[config.mk]
export PLATFORM = sky130hd
export DESIGN_NAME = json_string_escaper
export DESIGN_NICKNAME = d
export VERILOG_FILES = /design/src/rtl/jse_pkg.sv /design/src/rtl/jse_front.sv /design/src/rtl/jse_fifo.sv /design/src/rtl/jse_back.sv /design/src/rtl/json_string_escaper.sv
export SDC_FILE = /design/constraint.sdc
export NUM_CORES = 1
export LEC_CHECK = 0
export BUFFER_PORTS_ARGS = -buffer_cell sky130_fd_sc_hd__buf_2
export CORE_MARGIN = 2
export CORE_UTILIZATION = 64
export CTS_CLUSTER_SIZE = 16
export DETAILED_ROUTE_END_ITERATION = 8
export PLACE_DENSITY_LB_ADDON = 0.25
export SLEW_MARGIN = 20
export SYNTH_ARGS = -nofsm -noshare
export SYNTH_HDL_FRONTEND = slang
export SYNTH_SLANG_ARGS = --single-unit
[constraint.sdc]
create_clock -name i_clk -period 6.3 [get_ports i_clk]
set_input_delay 0.63 -clock i_clk [delete_from_list [all_inputs] [get_ports i_clk]]
set_output_delay 0.63 -clock i_clk [all_outputs]
set_load 0.01 [all_outputs]
[src/rtl/jse_pkg.sv]
// Shared types, codes and helper functions of the JSON string escaper.
package jse_pkg;

    localparam logic [7:0] CH_QUOTE     = 8'h22;
    localparam logic [7:0] CH_BACKSLASH = 8'h5C;
    localparam logic [7:0] CH_BS        = 8'h08;
    localparam logic [7:0] CH_FF        = 8'h0C;
    localparam logic [7:0] CH_LF        = 8'h0A;
    localparam logic [7:0] CH_CR        = 8'h0D;
    localparam logic [7:0] CH_TAB       = 8'h09;
    localparam logic [7:0] CH_CTRL_END  = 8'h20;
    localparam logic [7:0] CH_B         = 8'h62;
    localparam logic [7:0] CH_F         = 8'h66;
    localparam logic [7:0] CH_N         = 8'h6E;
    localparam logic [7:0] CH_R         = 8'h72;
    localparam logic [7:0] CH_T         = 8'h74;
    localparam logic [7:0] CH_U         = 8'h75;
    localparam logic [7:0] CH_ZERO      = 8'h30;
    localparam logic [7:0] CH_A_LOWER   = 8'h61;

    // Body kinds: how a character is written inside the literal.
    localparam logic [1:0] KIND_NONE  = 2'd0;
    localparam logic [1:0] KIND_PLAIN = 2'd1;
    localparam logic [1:0] KIND_SHORT = 2'd2;
    localparam logic [1:0] KIND_UNI   = 2'd3;

    // Output slots: opening quote, up to six body bytes, closing quote.
    localparam logic [2:0] POS_OPEN  = 3'd0;
    localparam logic [2:0] POS_BODY  = 3'd1;
    localparam logic [2:0] POS_CLOSE = 3'd7;

    localparam logic [2:0] LEN_PLAIN = 3'd1;
    localparam logic [2:0] LEN_SHORT = 3'd2;
    localparam logic [2:0] LEN_UNI   = 3'd6;

    // One classified item. For the short kind, ch holds the escape letter.
    typedef struct packed {
        logic       first;
        logic       last;
        logic [1:0] kind;
        logic [7:0] ch;
    } t_desc;

    typedef struct packed {
        logic       valid;
        logic [2:0] pos;
    } t_step;

    function automatic logic [2:0] body_len(input logic [1:0] kind);
        logic [2:0] len;
        unique case (kind)
            KIND_PLAIN: len = LEN_PLAIN;
            KIND_SHORT: len = LEN_SHORT;
            KIND_UNI:   len = LEN_UNI;
            default:    len = 3'd0;
        endcase
        return len;
    endfunction

    function automatic logic [2:0] start_pos(input t_desc d);
        logic [2:0] p;
        if (d.first) begin
            p = POS_OPEN;
        end else if (d.kind != KIND_NONE) begin
            p = POS_BODY;
        end else begin
            p = POS_CLOSE;
        end
        return p;
    endfunction

    function automatic t_step next_step(input t_desc d, input logic [2:0] pos);
        t_step      s;
        logic [2:0] len;
        len = body_len(d.kind);
        s.valid = 1'b0;
        s.pos   = POS_CLOSE;
        if (pos == POS_CLOSE) begin
            s.valid = 1'b0;
        end else if (pos < len) begin
            // Covers the opening quote followed by a body, and body bytes.
            s.valid = 1'b1;
            s.pos   = pos + 3'd1;
        end else begin
            s.valid = d.last;
        end
        return s;
    endfunction

    function automatic logic [7:0] hex_digit(input logic [3:0] nib);
        logic [7:0] c;
        if (nib < 4'd10) begin
            c = CH_ZERO + {4'd0, nib};
        end else begin
            c = CH_A_LOWER + {4'd0, nib} - 8'd10;
        end
        return c;
    endfunction

    function automatic logic [7:0] slot_byte(input t_desc d, input logic [2:0] pos);
        logic [7:0] b;
        b = CH_QUOTE;
        if (pos != POS_OPEN && pos != POS_CLOSE) begin
            unique case (d.kind)
                KIND_PLAIN: b = d.ch;
                KIND_SHORT: b = (pos == 3'd1) ? CH_BACKSLASH : d.ch;
                KIND_UNI: begin
                    unique case (pos)
                        3'd1:    b = CH_BACKSLASH;
                        3'd2:    b = CH_U;
                        3'd3:    b = CH_ZERO;
                        3'd4:    b = CH_ZERO;
                        3'd5:    b = hex_digit(d.ch[7:4]);
                        default: b = hex_digit(d.ch[3:0]);
                    endcase
                end
                default: b = CH_QUOTE;
            endcase
        end
        return b;
    endfunction

endpackage

[src/rtl/jse_front.sv]
// Input stage: accepts raw bytes and classifies each into an item descriptor.
module jse_front (
    input  logic            i_in_valid,
    input  logic [7:0]      i_in_byte,
    input  logic            i_first,
    input  logic            i_last,
    input  logic            i_empty_req,
    output logic            o_in_ready,
    input  logic            i_q_full,
    output logic            o_push,
    output jse_pkg::t_desc  o_desc
);

    logic [1:0] kind;
    logic [7:0] ch;
    logic       has_result;

    always_comb begin
        ch = i_in_byte;
        if (i_empty_req) begin
            kind = jse_pkg::KIND_NONE;
        end else begin
            kind = jse_pkg::KIND_SHORT;
            unique case (i_in_byte)
                jse_pkg::CH_QUOTE:     ch = jse_pkg::CH_QUOTE;
                jse_pkg::CH_BACKSLASH: ch = jse_pkg::CH_BACKSLASH;
                jse_pkg::CH_BS:        ch = jse_pkg::CH_B;
                jse_pkg::CH_FF:        ch = jse_pkg::CH_F;
                jse_pkg::CH_LF:        ch = jse_pkg::CH_N;
                jse_pkg::CH_CR:        ch = jse_pkg::CH_R;
                jse_pkg::CH_TAB:       ch = jse_pkg::CH_T;
                default: begin
                    kind = (i_in_byte < jse_pkg::CH_CTRL_END) ? jse_pkg::KIND_UNI
                                                              : jse_pkg::KIND_PLAIN;
                end
            endcase
        end
    end

    // Items that produce no bytes at all are taken and dropped here.
    assign has_result = i_first | i_last | ~i_empty_req;
    assign o_in_ready = ~i_q_full;
    assign o_push     = i_in_valid & ~i_q_full & has_result;

    assign o_desc.first = i_first;
    assign o_desc.last  = i_last;
    assign o_desc.kind  = kind;
    assign o_desc.ch    = ch;

endmodule

[src/rtl/jse_fifo.sv]
// Short descriptor queue between the classifier and the output sequencer.
module jse_fifo #(
    parameter int DEPTH = 4
) (
    input  logic            i_clk,
    input  logic            i_rst_n,
    input  logic            i_push,
    input  jse_pkg::t_desc  i_desc,
    input  logic            i_pop,
    output jse_pkg::t_desc  o_desc,
    output logic            o_full,
    output logic            o_not_empty
);

    localparam int PW = (DEPTH > 1) ? $clog2(DEPTH) : 1;
    localparam int CW = $clog2(DEPTH + 1);

    jse_pkg::t_desc r_mem [DEPTH];
    logic [PW-1:0]  r_wr_ptr, n_wr_ptr;
    logic [PW-1:0]  r_rd_ptr, n_rd_ptr;
    logic [CW-1:0]  r_count,  n_count;

    assign o_full      = (r_count == CW'(DEPTH));
    assign o_not_empty = (r_count != '0);
    assign o_desc      = r_mem[r_rd_ptr];

    always_comb begin
        n_wr_ptr = r_wr_ptr;
        n_rd_ptr = r_rd_ptr;
        n_count  = r_count;
        if (i_push) begin
            n_wr_ptr = (r_wr_ptr == PW'(DEPTH - 1)) ? '0 : r_wr_ptr + PW'(1);
        end
        if (i_pop) begin
            n_rd_ptr = (r_rd_ptr == PW'(DEPTH - 1)) ? '0 : r_rd_ptr + PW'(1);
        end
        if (i_push && !i_pop) begin
            n_count = r_count + CW'(1);
        end else if (!i_push && i_pop) begin
            n_count = r_count - CW'(1);
        end
    end

    always_ff @(posedge i_clk) begin
        if (!i_rst_n) begin
            r_wr_ptr <= '0;
            r_rd_ptr <= '0;
            r_count  <= '0;
        end else begin
            r_wr_ptr <= n_wr_ptr;
            r_rd_ptr <= n_rd_ptr;
            r_count  <= n_count;
        end
    end

    always_ff @(posedge i_clk) begin
        if (i_push) begin
            r_mem[r_wr_ptr] <= i_desc;
        end
    end

`ifndef SYNTHESIS
    a_no_overflow: assert property (@(posedge i_clk) disable iff (!i_rst_n)
        !(i_push && o_full && !i_pop))
        else $error("queue written while full");
    a_no_underflow: assert property (@(posedge i_clk) disable iff (!i_rst_n)
        !(i_pop && !o_not_empty))
        else $error("queue read while empty");
    a_count_range: assert property (@(posedge i_clk) disable iff (!i_rst_n)
        r_count <= CW'(DEPTH))
        else $error("queue count out of range");
`endif

endmodule

[src/rtl/jse_back.sv]
// Output sequencer: walks each descriptor's byte slots into the output register.
module jse_back (
    input  logic            i_clk,
    input  logic            i_rst_n,
    input  jse_pkg::t_desc  i_desc,
    input  logic            i_head_valid,
    output logic            o_pop,
    output logic            o_out_valid,
    input  logic            i_out_ready,
    output logic [7:0]      o_out_byte,
    output logic            o_end_of_run
);

    logic           r_mid;
    logic [2:0]     r_pos;
    logic           r_out_valid;
    logic [7:0]     r_out_byte;
    logic           r_out_end;
    logic [2:0]     cur_pos;
    jse_pkg::t_step step;
    logic           emit;

    // While not in the middle of an item, the head's first slot is used directly.
    assign cur_pos = r_mid ? r_pos : jse_pkg::start_pos(i_desc);
    assign step    = jse_pkg::next_step(i_desc, cur_pos);
    assign emit    = i_head_valid & (~r_out_valid | i_out_ready);
    assign o_pop   = emit & ~step.valid;

    always_ff @(posedge i_clk) begin
        if (!i_rst_n) begin
            r_mid       <= 1'b0;
            r_pos       <= jse_pkg::POS_OPEN;
            r_out_valid <= 1'b0;
        end else begin
            if (emit) begin
                r_out_valid <= 1'b1;
                r_mid       <= step.valid;
                r_pos       <= step.pos;
            end else if (i_out_ready) begin
                r_out_valid <= 1'b0;
            end
        end
    end

    always_ff @(posedge i_clk) begin
        if (emit) begin
            r_out_byte <= jse_pkg::slot_byte(i_desc, cur_pos);
            r_out_end  <= ~step.valid;
        end
    end

    assign o_out_valid  = r_out_valid;
    assign o_out_byte   = r_out_byte;
    assign o_end_of_run = r_out_end;

`ifndef SYNTHESIS
    a_mid_has_head: assert property (@(posedge i_clk) disable iff (!i_rst_n)
        r_mid |-> i_head_valid)
        else $error("sequencer mid-item without a queued descriptor");
    a_pop_marks_end: assert property (@(posedge i_clk) disable iff (!i_rst_n)
        o_pop |=> (r_out_valid && r_out_end))
        else $error("descriptor retired without an end-of-run byte");
    a_emit_keeps_item: assert property (@(posedge i_clk) disable iff (!i_rst_n)
        (emit && !o_pop) |=> (r_mid && !r_out_end))
        else $error("sequencer lost its place within an item");
`endif

endmodule

[src/rtl/json_string_escaper.sv]
// Top level of the JSON string escaper: classifier, descriptor queue, sequencer.
//
//  Channel  Handshake                  Payload
//  input    i_in_valid / o_in_ready    i_in_byte, i_first, i_last, i_empty_req
//  output   o_out_valid / i_out_ready  o_out_byte, o_end_of_run
//
// One-byte items are accepted every cycle, back to back, while output ready is high.
// An item that makes N bytes (1 to 8) holds the sequencer until all are out; the
// queue of QUEUE_DEPTH descriptors absorbs that, then input ready drops.
// Output ready low freezes the sequencer; input keeps flowing until the queue fills.
// Reset is synchronous, active low, and empties the queue and output register.
module json_string_escaper #(
    parameter int QUEUE_DEPTH = 4
) (
    input  logic       i_clk,
    input  logic       i_rst_n,
    input  logic       i_in_valid,
    output logic       o_in_ready,
    input  logic [7:0] i_in_byte,
    input  logic       i_first,
    input  logic       i_last,
    input  logic       i_empty_req,
    output logic       o_out_valid,
    input  logic       i_out_ready,
    output logic [7:0] o_out_byte,
    output logic       o_end_of_run
);

    jse_pkg::t_desc push_desc;
    jse_pkg::t_desc head_desc;
    logic           push;
    logic           pop;
    logic           q_full;
    logic           q_not_empty;

    jse_front u_front (
        .i_in_valid  (i_in_valid),
        .i_in_byte   (i_in_byte),
        .i_first     (i_first),
        .i_last      (i_last),
        .i_empty_req (i_empty_req),
        .o_in_ready  (o_in_ready),
        .i_q_full    (q_full),
        .o_push      (push),
        .o_desc      (push_desc)
    );

    jse_fifo #(
        .DEPTH (QUEUE_DEPTH)
    ) u_fifo (
        .i_clk       (i_clk),
        .i_rst_n     (i_rst_n),
        .i_push      (push),
        .i_desc      (push_desc),
        .i_pop       (pop),
        .o_desc      (head_desc),
        .o_full      (q_full),
        .o_not_empty (q_not_empty)
    );

    jse_back u_back (
        .i_clk        (i_clk),
        .i_rst_n      (i_rst_n),
        .i_desc       (head_desc),
        .i_head_valid (q_not_empty),
        .o_pop        (pop),
        .o_out_valid  (o_out_valid),
        .i_out_ready  (i_out_ready),
        .o_out_byte   (o_out_byte),
        .o_end_of_run (o_end_of_run)
    );

endmodule

==> results of run 1 <==
-- routing by layer --
metal / GRT usage [%] / up-vias / part of all wire, %
met4: 11.7 / 0 / 2.7
met5: 0 / - / 0
li1: - / 1141 / -
met1: 30.7 / 1172 / 43
met2: 38.6 / 102 / 49
met3: 4.77 / 17 / 4.8
-- critical path: stages, from the launching register on --
cell       delay (ns)
dfxtp_1          0.83
mux4_2           0.71
nor4_1           0.50
a21o_1           0.22
ha_1             0.24
a21boi_1         0.12
o21ai_1          0.24
a2bb2oi_2        0.25
ha_1             0.21
inv_1            0.06
fa_1             0.37
xor2_1           0.16
or3_1            0.29
a21boi_0         0.18
-- path summary, 6_finish.rpt --
kind | start | endpoint | depth (start not counted)
worst max-delay path | flip-flop | u_fifo.r_count[2]$_SDFFE_PN0P_ | 13
worst min-delay path | u_back.o_out_valid$_SDFFE_PN0P_ | u_back.o_out_valid$_SDFFE_PN0P_ | 2
worst max register to register | flip-flop | u_fifo.r_count[2]$_SDFFE_PN0P_ | 13
worst min register to register | u_back.o_out_valid$_SDFFE_PN0P_ | u_back.o_out_valid$_SDFFE_PN0P_ | 2
-- state kept, by name, indices dropped and copies added, names as in the netlist, named ones only --
signal,cells
u_back.r_mid,1
u_back.r_pos,3
u_fifo.r_wr_ptr,2
u_fifo.r_rd_ptr,2
u_back.o_end_of_run,1
u_back.o_out_byte,8
u_back.o_out_valid,1
u_fifo.r_count,3
u_fifo.r_mem,48
-- power by group through the flow --
stage | combinational (µW) | clock (µW) | sequential (µW)
after floorplan | 553 | 0 | 683
after global placement | 677 | 0 | 691
after detailed placement | 696 | 0 | 695
after CTS | 701 | 372 | 685
after global routing | 774 | 398 | 697
final | 712 | 370 | 682
-- cells by family (layout without fill, tap and decap cells) --
group,Yosys count,count (layout),share of synthesized area [%]
flops,71,71,55.6
simple gates,78,78,11.0
xor+xnor,3,3,0.733
fa+ha+maj,16,16,5.79
buf+inv,30,62,3.80
compound gates,67,67,13.6
mux,19,19,9.49
-- layout make-up --
| class | instances | area, µm² | share of cell area (%) |
|---|---|---|---|
| multi-input cells | 183 | 1460 | 36.9 |
| inverters | 20 | 75.1 | 1.90 |
| repair buffers | 26 | 133 | 3.36 |
| clock buffers | 9 | 124 | 3.14 |
| clock inverters | 7 | 77.6 | 1.97 |
| well taps | 72 | 90.1 | 2.28 |
| flip-flops and latches | 71 | 1990 | 50.5 |
-- per-stage QoR --
| stage | instances | setup slack, ns |
|---|---|---|
| floorplan | 284 | 2.67 |
| global placement | 372 | 2.02 |
| detailed placement | 372 | 1.82 |
| CTS | 388 | 1.80 |
| global route | 388 | 1.52 |
| finish | 388 | 1.83 |
-- cell usage in the layout (no fill, tap or decap), types with 2 or more instances in the layout --
cell / synthesis / final
nor3_1: 8 / 8
dfxtp_1: 14 / 14
nor2_1: 22 / 22
a21o_1: 3 / 3
inv_1: 19 / 19
ha_1: 15 / 15
a21boi_0: 3 / 3
xnor2_1: 2 / 2
clkbuf_8: 0 / 9
o31ai_1: 2 / 2
a21oi_1: 16 / 16
a221o_1: 2 / 2
nand3_1: 2 / 2
and2_1: 6 / 6
o22ai_1: 3 / 3
mux2i_1: 7 / 7
o221a_2: 3 / 3
nand2b_1: 3 / 3
o221ai_1: 2 / 2
edfxtp_1: 57 / 57
o21ai_1: 5 / 5
nor2b_1: 7 / 7
inv_6: 0 / 3
buf_2: 1 / 25
or3b_2: 2 / 2
nand2_1: 17 / 17
mux4_2: 12 / 12
o21ai_0: 7 / 7
==> results.cfg, run 1 <==
[status]
status = complete, no violations

[power_and_ir_drop]
p_seq_share_pct = 38.7
power.density_mw_per_mm2 = 447
p_leak_uw = 0.00147
combPwrFrac_pct = 40.3
swShare_pct = 37.0
clkPwrFrac_pct = 21.0
total_power_uw = 1760
ir_drop_mv = 0.239
p_int_uw = 1110
switchingPower_uw = 654

[detailed_routing]
wirelength_um = 6770
vias = 2432
wl_per_cell_um = 17.4
drtIter0Drc = 195
drt_pass1_iterations = 5
viasPerCell = 6.27
drc = 0
antenna_left = 0

[global_route]
grt-ovfl-total = 0
grt_pass1_wl_um = 11000
antenna_found_initial = 0
grt_pass1_vias = 2289
grt_usage_pct = 23.7
grt_max_degree = 18

[worst_setup_path]
critPathKind = reg2reg
ff2ff_setup_slack_ns = 1.83
arrival_ns = 4.74
cp-end-kind = flip-flop
cp-start-kind = flip-flop
required_ns = 6.57
crit_path_max_fanout = 12

[floorplan]
rows = 27
initial_core_util_pct = 65.5
ioPinCount = 26
fp.dieW_um = 78.8
core-area_mm2 = 0.00547
die_h_um = 78.8
dieArea_mm2 = 0.00622

[clock_tree]
cts-resized-gates = 0
cts_hold_buf = 0
root_buffer = clkbuf_8
cts_sinks = 71
clkLatencyLatePin_ns = 0.35
clock_path_buffers = 2
cts_tree = done
cts_buffers = 9
post_cts_buffers = 0
htree_levels = 3
path_clk_slew_ns = 0.08

[synthesis]
netlist_area_mm2 = 0.00358
synth_common_cells = edfxtp_1 (57), nor2_1 (22), inv_1 (19)
synth_edf_count = 57
synth_nets = 315
async_reset_ff_share_pct = 0
yosysSeqAreaShare_pct = 55.6
avgSynthCellArea_um2 = 12.6
synthFlopType = edfxtp_1
synth-warning-count = 0
yosysTopAreaCellShare_pct = 47.7
synth_seq_cells = 71
ys_types = 64
synth.most_common_cell = edfxtp_1
yosys-top-cells-area = edfxtp_1 (48%), dfxtp_1 (7.8%), mux4_2 (7.5%)
synth_cells = 284
synth.largest_area_cell = edfxtp_1

[finish]
design_area_mm2 = 0.00395
drive_gt1_share_pct = 19.9
fillCellCount = 379
utilization_pct = 72.1
fin_nets = 342
synthToLayoutAreaGrowth_pct = 10.1
n_antenna_cell = 0

[timing]
drv_slew = 0
fin_hold_ws_ns = 0.481
maxSlewHeadroom_pct = 47.7
clock_skew_ns = 0.00712
timing.final.crit_share_pct = 71.0
rsz0062_at_grt = no
max_freq_ghz = 0.224
setup-violations-final = 0
hold_violations = 0
finalCriticalPeriod_ns = 4.47
fin_tns_setup_ns = 0
worstMarginPinSlew_ns = 0.784

[job]
drv_cap = 0

[placed_design]
io_buffers = 25
postPlaceCellArea_mm2 = 0.00375
dpl.hpwl_um = 4820
gp_congestion = 0.958

[hold_path]
hold_class = reg2reg
Power figures use the tool's default switching activity.
==> run 2, diff against run 1 <==
- CORE_UTILIZATION: 64 -> 60
- clock period: 6.3 -> 4.3 ns (I/O delays scaled with it)
==> run 2 against run 1 <==
Net effect: utilization decreased by 4.2 points; cell count increased by 1.5%; worst hold slack got worse by 0.14 ns; critical path depth unchanged; non-clock buffer count increased by 3; worst setup slack got worse by 1.4 ns; final area increased by 0.63%; global-route usage decreased by 1.2 points; clock skew increased by 0.0053 ns; sequential cell count unchanged; first-iteration DRC count decreased by 25%; critical endpoint unchanged; largest cell class unchanged.
==> results.cfg, run 2 (same netlist as run 1, synthesis figures left out) <==
[floorplan]
core-area_mm2 = 0.00585
rows = 28
die_h_um = 81.3
fp.dieW_um = 81.3
initial_core_util_pct = 61.3
ioPinCount = 26
dieArea_mm2 = 0.00661

[hold_path]
hp-start = i_last
worstHoldEndpoint = u_fifo.r_mem[1][10]$_DFFE_PP_
hold_class = in2reg
hold_depth = 1

[clock_tree]
path_clk_slew_ns = 0.08
clock_path_buffers = 2
clkLatencyLatePin_ns = 0.35
cts_tree = done
cts_hold_buf = 0
cts_sinks = 71
post_cts_buffers = 0
root_buffer = clkbuf_8
cts_buffers = 9
htree_levels = 3
cts-resized-gates = 0

[worst_setup_path]
cp-end-kind = flip-flop
crit_path_max_fanout = 10
rr_endpoint = u_fifo.r_count[2]$_SDFFE_PN0P_
ff2ff_setup_slack_ns = 0.39
required_ns = 4.58
critPathKind = reg2reg
cp-start-kind = flip-flop
arrival_ns = 4.19
r2r_cells = 13

[timing]
hold_violations = 0
timing.final.crit_share_pct = 91.0
worstMarginPinSlew_ns = 0.630
max_freq_ghz = 0.256
maxSlewHeadroom_pct = 58.0
setup-violations-final = 0
drv_slew = 0
rsz0062_at_grt = no
fin_tns_setup_ns = 0
finalCriticalPeriod_ns = 3.91
clock_skew_ns = 0.0124

[detailed_routing]
drtIter0Drc = 147
antenna_left = 0
vias = 2381
drt_pass1_iterations = 4
viasPerCell = 6.04
wirelength_um = 6730
wl_per_cell_um = 17.1
drc = 0

[global_route]
grt_pass1_vias = 2238
grt_usage_pct = 22.6
grt_max_degree = 18
antenna_found_initial = 0
grt-ovfl-total = 0
grt_pass1_wl_um = 11000

[finish]
synthToLayoutAreaGrowth_pct = 10.8
fin_nets = 345
fillCellCount = 418
top_register = u_fifo.r_mem
final_cell_mix = edfxtp_1 (57), buf_2 (25), nor2_1 (22)
instances_no_fill = 394
drive_gt1_share_pct = 20.7
final_common_cell = edfxtp_1
n_antenna_cell = 0
largest_register_ffs = 48

[placed_design]
dp_cells = 378
gp_congestion = 0.912
io_buffers = 25
dpl.hpwl_um = 4750

[power_and_ir_drop]
ir_drop_mv = 0.294
power.density_mw_per_mm2 = 651
p_leak_uw = 0.00149

[job]
drv_cap = 0

[status]
status = complete, no violations
run 2: power by group:
group	internal [µW]	total [µW]	leakage, µW	switching, µW
Clock	269	528	0.000101	259
Sequential	910	980	0.000643	70.1
Combinational	456	1080	0.000743	622
run 2: cell type report:
cell class / instances / area, µm² / area share, %
Clock buffer: 9 / 124 / 3.12
Clock inverter: 7 / 70.1 / 1.76
Inverter: 20 / 75.1 / 1.89
Multi-Input combinational cell: 183 / 1460 / 36.8
Sequential cell: 71 / 1990 / 50.1
Tap cell: 75 / 93.8 / 2.36
Timing Repair Buffer: 29 / 155 / 3.91
run 2: critical path: stages (launching register included):
cell	delay (ns)
dfxtp_1	0.47
mux4_2	0.66
nor4_2	0.39
a21o_1	0.21
ha_1	0.25
a21boi_1	0.13
o21ai_1	0.23
a2bb2oi_2	0.27
ha_1	0.22
inv_1	0.06
fa_1	0.37
xor2_1	0.16
or3_1	0.30
a21boi_0	0.15
run 2: worst max path at each step:
stage,from,end,slack [ns],cells after the start
after floorplan,flip-flop,u_fifo.r_count[2]$_SDFFE_PN0P_,0.67,14
after global placement,flip-flop,u_fifo.r_count[2]$_SDFFE_PN0P_,0.43,13
after detailed placement,flip-flop,u_fifo.r_count[2]$_SDFFE_PN0P_,0.31,13
after CTS,flip-flop,u_fifo.r_count[2]$_SDFFE_PN0P_,0.25,13
after global routing,flip-flop,u_fifo.r_count[2]$_SDFFE_PN0P_,0.09,13
final,flip-flop,u_fifo.r_count[2]$_SDFFE_PN0P_,0.39,13
run 2: per-layer routing:
metal  vias to the layer above  part of all wire (%)  track usage [%]
met5                         -                     0                0
met4                         0                   1.6             8.64
met3                        14                   5.1             5.11
met2                        88                    47             36.4
met1                      1137                    46             29.9
li1                       1142                     -                -
run 2: through the flow:
stage / instance area [µm²] / setup WS [ns] / total power, µW / utilization [%] / hold slack [ns]
5_1_grt: 3970 / 0.0944 / 2760 / 67.9 / 0.328
3_3_place_gp: 3770 / 0.428 / 2050 / 64.5 / 0.460
4_1_cts: 3970 / 0.255 / 2580 / 67.8 / 0.326
2_1_floorplan: 3580 / 0.671 / 1810 / - / 0.458
6_report: 3970 / 0.386 / 2590 / 67.9 / 0.337
3_5_place_dp: 3770 / 0.310 / 2060 / 64.5 / 0.487
